## src/rtl/assert_macros.svh

```systemverilog
// assertion macros shared by the rtl files
`ifndef ASSERT_MACROS_SVH
`define ASSERT_MACROS_SVH

`ifndef NO_ASSERTIONS

// when cond holds, expr must hold in the same cycle
`define ASSERT_IMPLY(lbl, ck, rs, cond, expr) \
  lbl: assert property (@(posedge ck) disable iff (rs) (cond) |-> (expr)) \
    else $error("assertion failed");

// cond must never hold outside reset
`define ASSERT_NEVER(lbl, ck, rs, cond) \
  lbl: assert property (@(posedge ck) disable iff (rs) !(cond)) \
    else $error("assertion failed");

`else

`define ASSERT_IMPLY(lbl, ck, rs, cond, expr)
`define ASSERT_NEVER(lbl, ck, rs, cond)

`endif

`endif

```

## src/rtl/fvadv_pkg.sv

```systemverilog
package fvadv_pkg;

  // value format: signed, VALUE_BITS wide, VALUE_BITS-4 fraction bits
  localparam int VALUE_BITS = 32;
  localparam int RATIO_BITS = 29;
  localparam int RATIO_SHIFT = 29;
  localparam int STAGE_BITS = 2;
  localparam int ORDER_BITS = 2;
  localparam int INDEX_BITS = 1;

  // width of the weighted stage sum and of the value before the final divide
  localparam int SUM_BITS = VALUE_BITS + 38;
  localparam int QUO_BITS = SUM_BITS - RATIO_SHIFT;

  // divide by three: dividend bits retired per pipeline stage
  localparam int DIGITS_PER_STAGE = 8;
  localparam int DIV_STAGES = (QUO_BITS + 1 + DIGITS_PER_STAGE - 1) / DIGITS_PER_STAGE;

  // register reset values and codes
  localparam logic [RATIO_BITS-1:0] RATIO_RESET = RATIO_BITS'(134217728);
  localparam logic [ORDER_BITS-1:0] ORDER_FIRST = 2'd1;
  localparam logic [ORDER_BITS-1:0] ORDER_RESET = 2'd2;
  localparam logic [STAGE_BITS-1:0] RK_STAGE_ONE = 2'd1;
  localparam logic [STAGE_BITS-1:0] RK_STAGE_TWO = 2'd2;

  typedef enum logic [INDEX_BITS-1:0] {
    REG_STEP_RATIO   = 1'b0,
    REG_SCHEME_ORDER = 1'b1
  } reg_index_t;

  typedef struct packed {
    logic signed [VALUE_BITS-1:0] u_west2;
    logic signed [VALUE_BITS-1:0] u_west1;
    logic signed [VALUE_BITS-1:0] u_center;
    logic signed [VALUE_BITS-1:0] u_east1;
    logic signed [VALUE_BITS-1:0] u_south2;
    logic signed [VALUE_BITS-1:0] u_south1;
    logic signed [VALUE_BITS-1:0] u_north1;
    logic signed [VALUE_BITS-1:0] u_step_start;
    logic signed [VALUE_BITS-1:0] source_dt;
    logic [STAGE_BITS-1:0]        stage;
  } stencil_t;

  typedef struct packed {
    logic signed [VALUE_BITS-1:0] u_next;
    logic                         saturated;
  } update_t;

  // control travelling with a value into the divide pipeline
  typedef struct packed {
    logic valid;
    logic use_div;
  } div_ctl_t;

endpackage

```

## src/rtl/fvadv_div3.sv

```systemverilog
`include "assert_macros.svh"

module fvadv_div3 (
  input  logic                                  clk,
  input  logic                                  rst,
  input  fvadv_pkg::div_ctl_t                   ctl_in,
  input  logic signed [fvadv_pkg::QUO_BITS-1:0] dividend,
  output logic                                  res_valid,
  output logic signed [fvadv_pkg::QUO_BITS-1:0] result
);

  localparam int QW = fvadv_pkg::QUO_BITS;
  localparam int NY = QW + 1;
  localparam int S = fvadv_pkg::DIV_STAGES;
  localparam int DPS = fvadv_pkg::DIGITS_PER_STAGE;
  localparam int NYP = DPS * S;
  // bias of three times half the range keeps the dividend non-negative
  localparam logic [NY-1:0] BIAS = NY'(3) << (QW - 1);
  localparam logic [QW-1:0] UNBIAS = QW'(1) << (QW - 1);

  logic [NY-1:0]     biased;
  logic [S:0]        vld;
  logic [S:0]        udiv;
  logic [NYP-1:0]    vec [S+1];
  logic [1:0]        rem [S+1];
  logic [QW-1:0]     pass [S+1];
  logic [NYP-1:0]    vec_next [S];
  logic [1:0]        rem_next [S];

  assign biased = NY'(dividend) + BIAS;

  // long division by three, one chunk of dividend bits per stage,
  // quotient bits replace dividend bits in place
  always_comb begin
    logic [NYP-1:0] v;
    logic [1:0]     r;
    logic [2:0]     cur;
    for (int j = 0; j < S; j++) begin
      v = vec[j];
      r = rem[j];
      for (int k = 0; k < DPS; k++) begin
        cur = {r, v[NYP-1-DPS*j-k]};
        if (cur >= 3'd3) begin
          v[NYP-1-DPS*j-k] = 1'b1;
          r = 2'(cur - 3'd3);
        end else begin
          v[NYP-1-DPS*j-k] = 1'b0;
          r = cur[1:0];
        end
      end
      vec_next[j] = v;
      rem_next[j] = r;
    end
  end

  // valid bits
  always_ff @(posedge clk) begin
    if (rst) begin
      vld <= '0;
      res_valid <= 1'b0;
    end else begin
      vld <= {vld[S-1:0], ctl_in.valid};
      res_valid <= vld[S];
    end
  end

  // datapath stages
  always_ff @(posedge clk) begin
    vec[0] <= NYP'(biased);
    rem[0] <= 2'd0;
    pass[0] <= dividend;
    udiv[0] <= ctl_in.use_div;
    for (int j = 0; j < S; j++) begin
      vec[j+1] <= vec_next[j];
      rem[j+1] <= rem_next[j];
      pass[j+1] <= pass[j];
      udiv[j+1] <= udiv[j];
    end
  end

  // remove the bias from the quotient, or pass the value through
  always_ff @(posedge clk) begin
    if (udiv[S]) begin
      result <= QW'(vec[S]) - UNBIAS;
    end else begin
      result <= pass[S];
    end
  end

  `ASSERT_NEVER(a_rem_range, clk, rst, vld[S] && rem[S] == 2'd3)
  `ASSERT_IMPLY(a_div_latency, clk, rst, res_valid, $past(ctl_in.valid, S + 2))
  `ASSERT_NEVER(a_valid_known, clk, rst, $isunknown(vld))

endmodule

```

## config.mk

```make
export PLATFORM = sky130hd
export DESIGN_NAME = fvadv_div3
export DESIGN_NICKNAME = d
export VERILOG_FILES = /design/src/rtl/fvadv_pkg.sv /design/src/rtl/fvadv_div3.sv
export VERILOG_INCLUDE_DIRS = /design/src /design/src/rtl
export SDC_FILE = /design/constraint.sdc
export NUM_CORES = 1
export LEC_CHECK = 0
export ABC_AREA = 0
export ABC_CLOCK_PERIOD_IN_PS = 13900
export BUFFER_PORTS_ARGS = -buffer_cell sky130_fd_sc_hd__buf_2
export CORE_AREA = 3 3 212 110
export CTS_BUF_LIST = sky130_fd_sc_hd__clkbuf_8 sky130_fd_sc_hd__clkbuf_16
export DETAILED_ROUTE_END_ITERATION = 16
export DIE_AREA = 0 0 215 113
export PLACE_DENSITY = 0.82
export SETUP_SLACK_MARGIN = 0.02
export SYNTH_ARGS = -nofsm -noshare
export SYNTH_HDL_FRONTEND = slang
export SYNTH_SLANG_ARGS = --single-unit
```

## constraint.sdc

```tcl
create_clock -name clk -period 13.9 [get_ports clk]
set_input_delay 0.695 -clock clk [delete_from_list [all_inputs] [get_ports clk]]
set_output_delay 0.695 -clock clk [all_outputs]
set_load 0.1 [all_outputs]
```

==> impl_metrics.toml, run 1 <==
[floorplan]
coreArea_um2 = 21500
io_pins = 87
initial_core_util = 0.628
floorplan.die.width_um = 215
floorplan.rows = 38
die_height_um = 113
fp.dieArea_um2 = 24300

[worst_setup_path]
cp_top_family = "simple AND/OR/NAND/NOR gates"
timing.critical_path.slowest_cell_delay_ns = 0.51
critical_path.reg2reg.startpoint = "pass[2][31]"
cp.buffers_inverters = 2
cp.arrival_ns = 8.58
crit_path_top_delay_cell = "sky130_fd_sc_hd__nor4_1"
critical_path.most_common_cell = "sky130_fd_sc_hd__ha_1"
timing.setup.critical_path_class = "register to register"
setup.worst_path.start_class = "register"
r2r_cells = 35
worstReg2RegEnd = "rem[3][1]"
cp-end-kind = "register"
timing.critical_path.required_ns = 14.36
timing.reg2reg.setup_slack_ns = 5.78
critical_path_peak_fanout = 11

[routing]
first_iter_violations = 569
final_antenna_net_count = 0
dr.pass1.iters = 5
remaining_drc_errors = 0
avgViaCountPerCell = 5.15
wire_per_inst_um = 13.5
vias_after_detailed_routing = 7649
routed_wirelength_um = 20100

[clocking]
cts.clk_slew.worst_paths_ns = 0.07
cts_tree = "done"
max-clock-path-buffers = 3
clock_tree.htree_level_count = 2
cts_hold_buf = 0
clock_insertion_delay_worst_skew_ns = 0.51
post_cts_resized = 0
cts-buffers-inserted = 38
postCtsSetupRepairBufs = 0
clock_sinks = 480
cts-root-buf = "sky130_fd_sc_hd__clkbuf_16"

[global_route]
grt_first_pass_wirelength_um = 33500
antenna_found_initial = 0
grt_pass1_vias = 7460
overflow = 0
grt_start_max_net_pins = 42
grtUsageTotal = 0.164

[timing]
post_route_skew_ns = 0.0157
timing.setup.tns_ns = 0
timing.final.crit_share = 0.584
setup_repair_after_global_routing_missed_its_margin = "no"
maxSlewViolCount = 0
final_setup_violation_count = 0
max_freq_mhz = 123
timing.final.crit_period_ns = 8.12
worst_hold_slack_ns = 0.278
timing_hold_violations_final = 0
relative_slew_margins = 0.451
timing_worst_slew_pin_value_ns = 0.813

[yosys]
postSynth.topFlopCell = "sky130_fd_sc_hd__dfxtp_1"
seq_area_frac_synth = 0.710
synth_seq_cells = 480
post_synth.cell_area_avg_um2 = 12.9
synth_edf_count = 0
synth_cell_types = 80
netlist_instances = 1048
yosys_warnings = 0
synth-async-reset-ratio = 0
mappedNetlistNets = 1132
mappedNetlistArea_um2 = 13500

[worst_hold_path]
hold-path-cell-count = 1
hold_path_class = "primary input to register"
holdPathEnd = "vec[0][26]"
min-delay-start = "dividend[26]"

[placed_design]
detailed_place_hpwl_um = 12700
globalplace.congestion = 0.823
portBuffers = 86

[finish]
layout.nets = 1244
multi_input_area_um2 = 3720
final.fill_count = 1408
layout-drive-gt1-share = 0.188
antenna-diode-count = 0
final-seq-area_um2 = 9610
area_growth_synth_to_finish_pct = 15.2

[power_and_ir_drop]
p_per_area_nw_per_um2 = 253
p_leak_nw = 6.71
worst_ir_drop_on_vdd_uv = 122

[run_status]
status = "finished clean"

[flow_run]
max_capacitance_violation_count = 0
==> power by group <==
group	switching (mW)	internal (mW)
clock	0.460	0.639
combinational	0.728	0.416
sequential	0.0768	1.62
total	1.27	2.68
==> area by class of cell <==
type,count,area share
flip-flops and latches,480,0.617
multi-input cells,515,0.239
clock buffers,45,0.0679
repair buffers,87,0.0281
well taps,300,0.0241
clock inverters,19,0.0155
inverters,38,0.00915
==> layer usage <==
metal | wire length, um | up-vias | global-route usage
li1 | - | 3878 | -
met1 | 8750 | 3545 | 0.193
met2 | 9870 | 179 | 0.298
met3 | 996 | 47 | 0.0413
met4 | 440 | 0 | 0.0488
met5 | 0 | - | 0
==> flip-flops by register name, summed over array words and instances, names as in the netlist <==
| name | cells |
|---|---|
| vld | 7 |
| rem | 10 |
| vec | 136 |
| udiv | 7 |
| pass | 278 |
| result | 41 |
| res_valid | 1 |
==> worst max-delay path by stage <==
stage	startpoint	end	slack, ns	cells past startpoint
finish	pass[2][31]	rem[3][1]	5.78	35
global route	pass[2][31]	rem[3][1]	5.20	35
CTS	pass[2][31]	rem[3][1]	5.92	35
detailed placement	pass[2][31]	rem[3][1]	6.04	35
global placement	pass[3][23]	rem[4][1]	6.68	34
floorplan	pass[2][31]	rem[3][1]	6.83	37
==> synthesized netlist by cell type (5+ instances only) <==
| cell type | instances | area [um^2] |
|---|---|---|
| sky130_fd_sc_hd__o211ai_1 | 6 | 45.0 |
| sky130_fd_sc_hd__nor2b_1 | 16 | 100 |
| sky130_fd_sc_hd__nand3_1 | 9 | 45.0 |
| sky130_fd_sc_hd__or3_1 | 11 | 68.8 |
| sky130_fd_sc_hd__nor2_1 | 55 | 206 |
| sky130_fd_sc_hd__o22ai_1 | 5 | 31.3 |
| sky130_fd_sc_hd__inv_1 | 38 | 143 |
| sky130_fd_sc_hd__a21o_1 | 12 | 90.1 |
| sky130_fd_sc_hd__clkbuf_1 | 13 | 48.8 |
| sky130_fd_sc_hd__o21ai_0 | 35 | 175 |
| sky130_fd_sc_hd__mux2_2 | 44 | 495 |
| sky130_fd_sc_hd__dfxtp_1 | 480 | 9610 |
| sky130_fd_sc_hd__o21a_1 | 6 | 45.0 |
| sky130_fd_sc_hd__nor3_1 | 25 | 125 |
| sky130_fd_sc_hd__a211oi_1 | 5 | 37.5 |
| sky130_fd_sc_hd__ha_1 | 39 | 488 |
| sky130_fd_sc_hd__or2_2 | 8 | 50.1 |
| sky130_fd_sc_hd__mux2i_1 | 20 | 200 |
| sky130_fd_sc_hd__o31ai_1 | 5 | 37.5 |
| sky130_fd_sc_hd__nand2b_1 | 14 | 87.6 |
| sky130_fd_sc_hd__nand2_1 | 51 | 191 |
| sky130_fd_sc_hd__a211o_1 | 7 | 61.3 |
| sky130_fd_sc_hd__a21oi_1 | 42 | 210 |
==> cell usage in the layout, fill, tap and decap left out, types with 4 or more instances in the layout <==
| master | count |
|---|---|
| sky130_fd_sc_hd__o211ai_1 | 6 |
| sky130_fd_sc_hd__buf_2 | 86 |
| sky130_fd_sc_hd__ha_1 | 39 |
| sky130_fd_sc_hd__a211o_1 | 7 |
| sky130_fd_sc_hd__or4_1 | 4 |
| sky130_fd_sc_hd__a21o_1 | 12 |
| sky130_fd_sc_hd__or3_1 | 11 |
| sky130_fd_sc_hd__nand2_1 | 51 |
| sky130_fd_sc_hd__bufinv_16 | 5 |
| sky130_fd_sc_hd__nor3_1 | 25 |
| sky130_fd_sc_hd__or2_2 | 8 |
| sky130_fd_sc_hd__a31oi_1 | 4 |
| sky130_fd_sc_hd__a21oi_1 | 42 |
| sky130_fd_sc_hd__o21a_1 | 6 |
| sky130_fd_sc_hd__nand3_1 | 9 |
| sky130_fd_sc_hd__inv_1 | 42 |
| sky130_fd_sc_hd__mux2_2 | 44 |
| sky130_fd_sc_hd__nor2b_1 | 16 |
| sky130_fd_sc_hd__clkbuf_16 | 39 |
| sky130_fd_sc_hd__clkbuf_8 | 6 |
| sky130_fd_sc_hd__dfxtp_1 | 479 |
| sky130_fd_sc_hd__o31ai_1 | 5 |
| sky130_fd_sc_hd__o22ai_1 | 5 |
| sky130_fd_sc_hd__o21ai_0 | 35 |
| sky130_fd_sc_hd__nand2b_1 | 14 |
| sky130_fd_sc_hd__nor2_1 | 55 |
| sky130_fd_sc_hd__a221o_1 | 4 |
| sky130_fd_sc_hd__nor4_1 | 4 |
| sky130_fd_sc_hd__a211oi_1 | 5 |
| sky130_fd_sc_hd__clkinv_2 | 4 |
| sky130_fd_sc_hd__mux2i_1 | 20 |
==> through the flow <==
step	cell area, um^2	utilization	power (mW)	instances	setup slack (ns)
floorplan	13500	-	2.65	1048	6.83
global placement	14300	0.663	2.78	1420	6.68
detailed placement	14300	0.663	2.85	1420	6.04
CTS	15600	0.724	3.97	1484	5.92
global route	15600	0.724	4.15	1484	5.20
finish	15600	0.724	3.94	1484	5.78
==> worst reg2reg max path, delay by kind of cell (launching register included) <==
family | cells | cell delay, ns
compound gates | 15 | 2.49
fa+ha+maj | 8 | 2.17
buf+inv | 2 | 0.25
simple gates | 10 | 2.71
flops | 1 | 0.44
==> cell families (layout without fill, tap and decap cells) <==
kind of cell / count (synthesis) / in the layout / synth area share
flip-flops: 480 / 480 / 0.710
AND/OR/NAND/NOR: 222 / 222 / 0.0839
AO/OA/AOI/OAI: 186 / 186 / 0.0992
multiplexers: 67 / 67 / 0.0553
buffers and inverters: 53 / 189 / 0.0153
adder cells (fa/ha/maj): 39 / 39 / 0.0361
other: 1 / 1 / 0.000277
Power figures use the tool's default switching activity.
==> run 2, diff against run 1 <==
--- a/config.mk
+++ b/config.mk
@@ -6,14 +6,14 @@
 export SDC_FILE = /design/constraint.sdc
 export NUM_CORES = 1
 export LEC_CHECK = 0
-export ABC_AREA = 0
-export ABC_CLOCK_PERIOD_IN_PS = 13900
+export ABC_AREA = 1
+export ABC_CLOCK_PERIOD_IN_PS = 7200
 export BUFFER_PORTS_ARGS = -buffer_cell sky130_fd_sc_hd__buf_2
-export CORE_AREA = 3 3 212 110
+export CORE_AREA = 3 3 228 118
 export CTS_BUF_LIST = sky130_fd_sc_hd__clkbuf_8 sky130_fd_sc_hd__clkbuf_16
 export DETAILED_ROUTE_END_ITERATION = 16
-export DIE_AREA = 0 0 215 113
-export PLACE_DENSITY = 0.82
+export DIE_AREA = 0 0 231 121
+export PLACE_DENSITY = 0.72
 export SETUP_SLACK_MARGIN = 0.02
 export SYNTH_ARGS = -nofsm -noshare
 export SYNTH_HDL_FRONTEND = slang
==> constraint.sdc (replaced) <==
create_clock -name clk -period 7.2 [get_ports clk]
set_input_delay 0.36 -clock clk [delete_from_list [all_inputs] [get_ports clk]]
set_output_delay 0.36 -clock clk [all_outputs]
set_load 0.1 [all_outputs]
==> impl_metrics.toml, run 2 <==
[run_status]
status = "finished clean"

[power_and_ir_drop]
reported_net_switching_power_mw = 2.37
combPwrFrac = 0.265
design_power_total_mw = 7.28
cellInternalPower_mw = 4.91
p_per_area_nw_per_um2 = 468
worst_ir_drop_on_vdd_uv = 167
switching_share = 0.325
p_leak_nw = 7.47
pwr-share-clk = 0.289
power.sequential.fraction = 0.446

[global_route]
grt_pass1_vias = 7226
antenna_found_initial = 0
grtUsageTotal = 0.133
grt_first_pass_wirelength_um = 30900
overflow = 0
grt_start_max_net_pins = 43

[timing]
setup_slack_of_the_critical_path_after_layout_ns = 1.54
relative_slew_margins = 0.390
timing.final.crit_period_ns = 5.66
max_freq_mhz = 177
timing.final.crit_share = 0.786
final_setup_violation_count = 0
maxSlewViolCount = 0
timing.setup.tns_ns = 0
setup_repair_after_global_routing_missed_its_margin = "no"
post_route_skew_ns = 0.0188
timing_hold_violations_final = 0
timing_worst_slew_pin_value_ns = 0.914

[yosys]
synth_edf_count = 0
post_synth.cell_area_avg_um2 = 11.3
most_instantiated_library_cell_after_synthesis = "sky130_fd_sc_hd__dfxtp_1"
mappedNetlistArea_um2 = 13000
synth_seq_cells = 480
postSynth.topFlopCell = "sky130_fd_sc_hd__dfxtp_1"
synth.top_cells.by_count = "480 x sky130_fd_sc_hd__dfxtp_1, 275 x sky130_fd_sc_hd__nand2_1, 132 x sky130_fd_sc_hd__inv_1"
synth_top_cell_by_area = "sky130_fd_sc_hd__dfxtp_1"
synth_cell_types = 29
yosys_warnings = 0
netlist_instances = 1148
synth-async-reset-ratio = 0
mappedNetlistNets = 1232
synth_largest_type_area_fraction = 0.739
top_post_synthesis_cells_by_area = "sky130_fd_sc_hd__dfxtp_1 74%, sky130_fd_sc_hd__nand2_1 7.9%, sky130_fd_sc_hd__inv_1 3.8%"
seq_area_frac_synth = 0.739

[clocking]
post_cts_resized = 0
cts_hold_buf = 42
clock_tree.htree_level_count = 2
clock_insertion_delay_worst_skew_ns = 0.52
cts.clk_slew.worst_paths_ns = 0.07
postCtsSetupRepairBufs = 0
cts-buffers-inserted = 39
max-clock-path-buffers = 3
cts_tree = "done"
clock_sinks = 480
cts-root-buf = "sky130_fd_sc_hd__clkbuf_16"

[worst_hold_path]
min-delay-start = "ctl_in[1]"
hold_path_class = "primary input to register"
hold-path-cell-count = 3

[worst_setup_path]
r2r_cells = 44
critical_path.most_common_cell = "sky130_fd_sc_hd__nand2_2"
timing.critical_path.required_ns = 7.61
cp.arrival_ns = 6.07
critical_path_launch_point = "pass[3][23]"
cp-end-kind = "register"
crit_path_top_delay_cell = "sky130_fd_sc_hd__dfxtp_1"
critical_path_peak_fanout = 5
setup.worst_path.start_class = "register"
timing.critical_path.slowest_cell_delay_ns = 0.36
timing.reg2reg.setup_slack_ns = 1.54
timing.setup.critical_path_class = "register to register"
end_point_of_the_critical_path = "rem[4][1]"
worstReg2RegEnd = "rem[4][1]"
critical_path.reg2reg.startpoint = "pass[3][23]"

[finish]
largest_register_ff_count = 278
area_growth_synth_to_finish_pct = 19.6
largest_registers = "pass x278, vec x136, result x41"
layout.cells.most_common = "sky130_fd_sc_hd__dfxtp_1"
top_register = "pass"
layout.nets = 1391
antenna-diode-count = 0
final_cell_count_no_fill = 1680
layout-drive-gt1-share = 0.178
layout.cells.most_common_list = "479 x sky130_fd_sc_hd__dfxtp_1, 275 x sky130_fd_sc_hd__nand2_1, 141 x sky130_fd_sc_hd__inv_1"
finalCoreUtilization = 0.621

[routing]
routed.top_layer = "met4"
first_iter_violations = 293
routed_wirelength_um = 18100
detail_route.wirelength.met1_um = 7570
met2RoutedLength_um = 9260
remaining_drc_errors = 0
final_antenna_net_count = 0
avgViaCountPerCell = 4.33
dr.pass1.iters = 6
vias_after_detailed_routing = 7274
wire_per_inst_um = 10.7
met3_length_um = 739

[floorplan]
fp.dieArea_um2 = 28000
initial_core_util = 0.519
coreArea_um2 = 25000
die_height_um = 121
floorplan.rows = 41
io_pins = 87
floorplan.die.width_um = 231

[placed_design]
globalplace.congestion = 0.802
portBuffers = 86
detailed_place_hpwl_um = 11500
placed_cells_incl_taps = 1568
dpl_worst_slack_ns = 1.56

[flow_run]
max_capacitance_violation_count = 0
## run 2: final cells by class
type / instances / area [um^2]
Sequential cell: 480 / 9610
Fill cell: 1943 / 9490
Clock inverter: 26 / 233
Multi-Input combinational cell: 522 / 2840
Clock buffer: 44 / 1070
Timing Repair Buffer: 128 / 851
Inverter: 136 / 510
Tap cell: 344 / 430
## run 2: how the worst min path moves through the flow
stage	slack (ns)	endpoint
finish	0.05	vld[0]
global placement	0.31	pass[6][14]
detailed placement	0.31	pass[1][28]
CTS	0.03	vld[0]
global route	0.05	vld[0]
floorplan	0.31	pass[1][0]
## run 2: worst max-delay path, delay by kind of cell, from the launching register on
family	cells	cell delay, ns
DFF	1	0.36
buffers and inverters	8	0.53
AOI/OAI and AO/OA	5	0.97
adders and majority gates	8	1.57
and+or+nand+nor	23	2.11
## run 2: stage by stage
stage | hold WS, ns | cell area, um^2
after CTS | 0.0287 | 15500
final | 0.0548 | 15500
after global routing | 0.0454 | 15500
after floorplan | 0.310 | 13000
after detailed placement | 0.312 | 13800
after global placement | 0.310 | 13800
## run 2: logic make-up after synthesis
| kind of cell | count (synthesis) | share of synthesized area |
|---|---|---|
| flip-flops | 480 | 0.739 |
| AND/OR/NAND/NOR | 424 | 0.151 |
| buffers and inverters | 146 | 0.0422 |
| AO/OA/AOI/OAI | 57 | 0.0293 |
| adder cells (fa/ha/maj) | 39 | 0.0375 |
| XOR/XNOR | 1 | 0.000674 |
| other | 1 | 0.000289 |
## run 2: power groups by stage
stage                     Sequential (mW)  Clock (mW)  Combinational [mW]
after floorplan                      3.65           0                1.23
after global placement               3.30           0                1.80
after detailed placement             3.31           0                1.90
after CTS                            3.26        2.17                1.93
after global routing                 3.29        2.29                2.17
final                                3.25        2.11                1.93
## run 2: layer usage
metal / GRT usage / vias up
met1: 0.142 / 3280
met2: 0.251 / 88
met4: 0.0533 / 0
met5: 0 / -
met3: 0.0375 / 40
li1: - / 3866
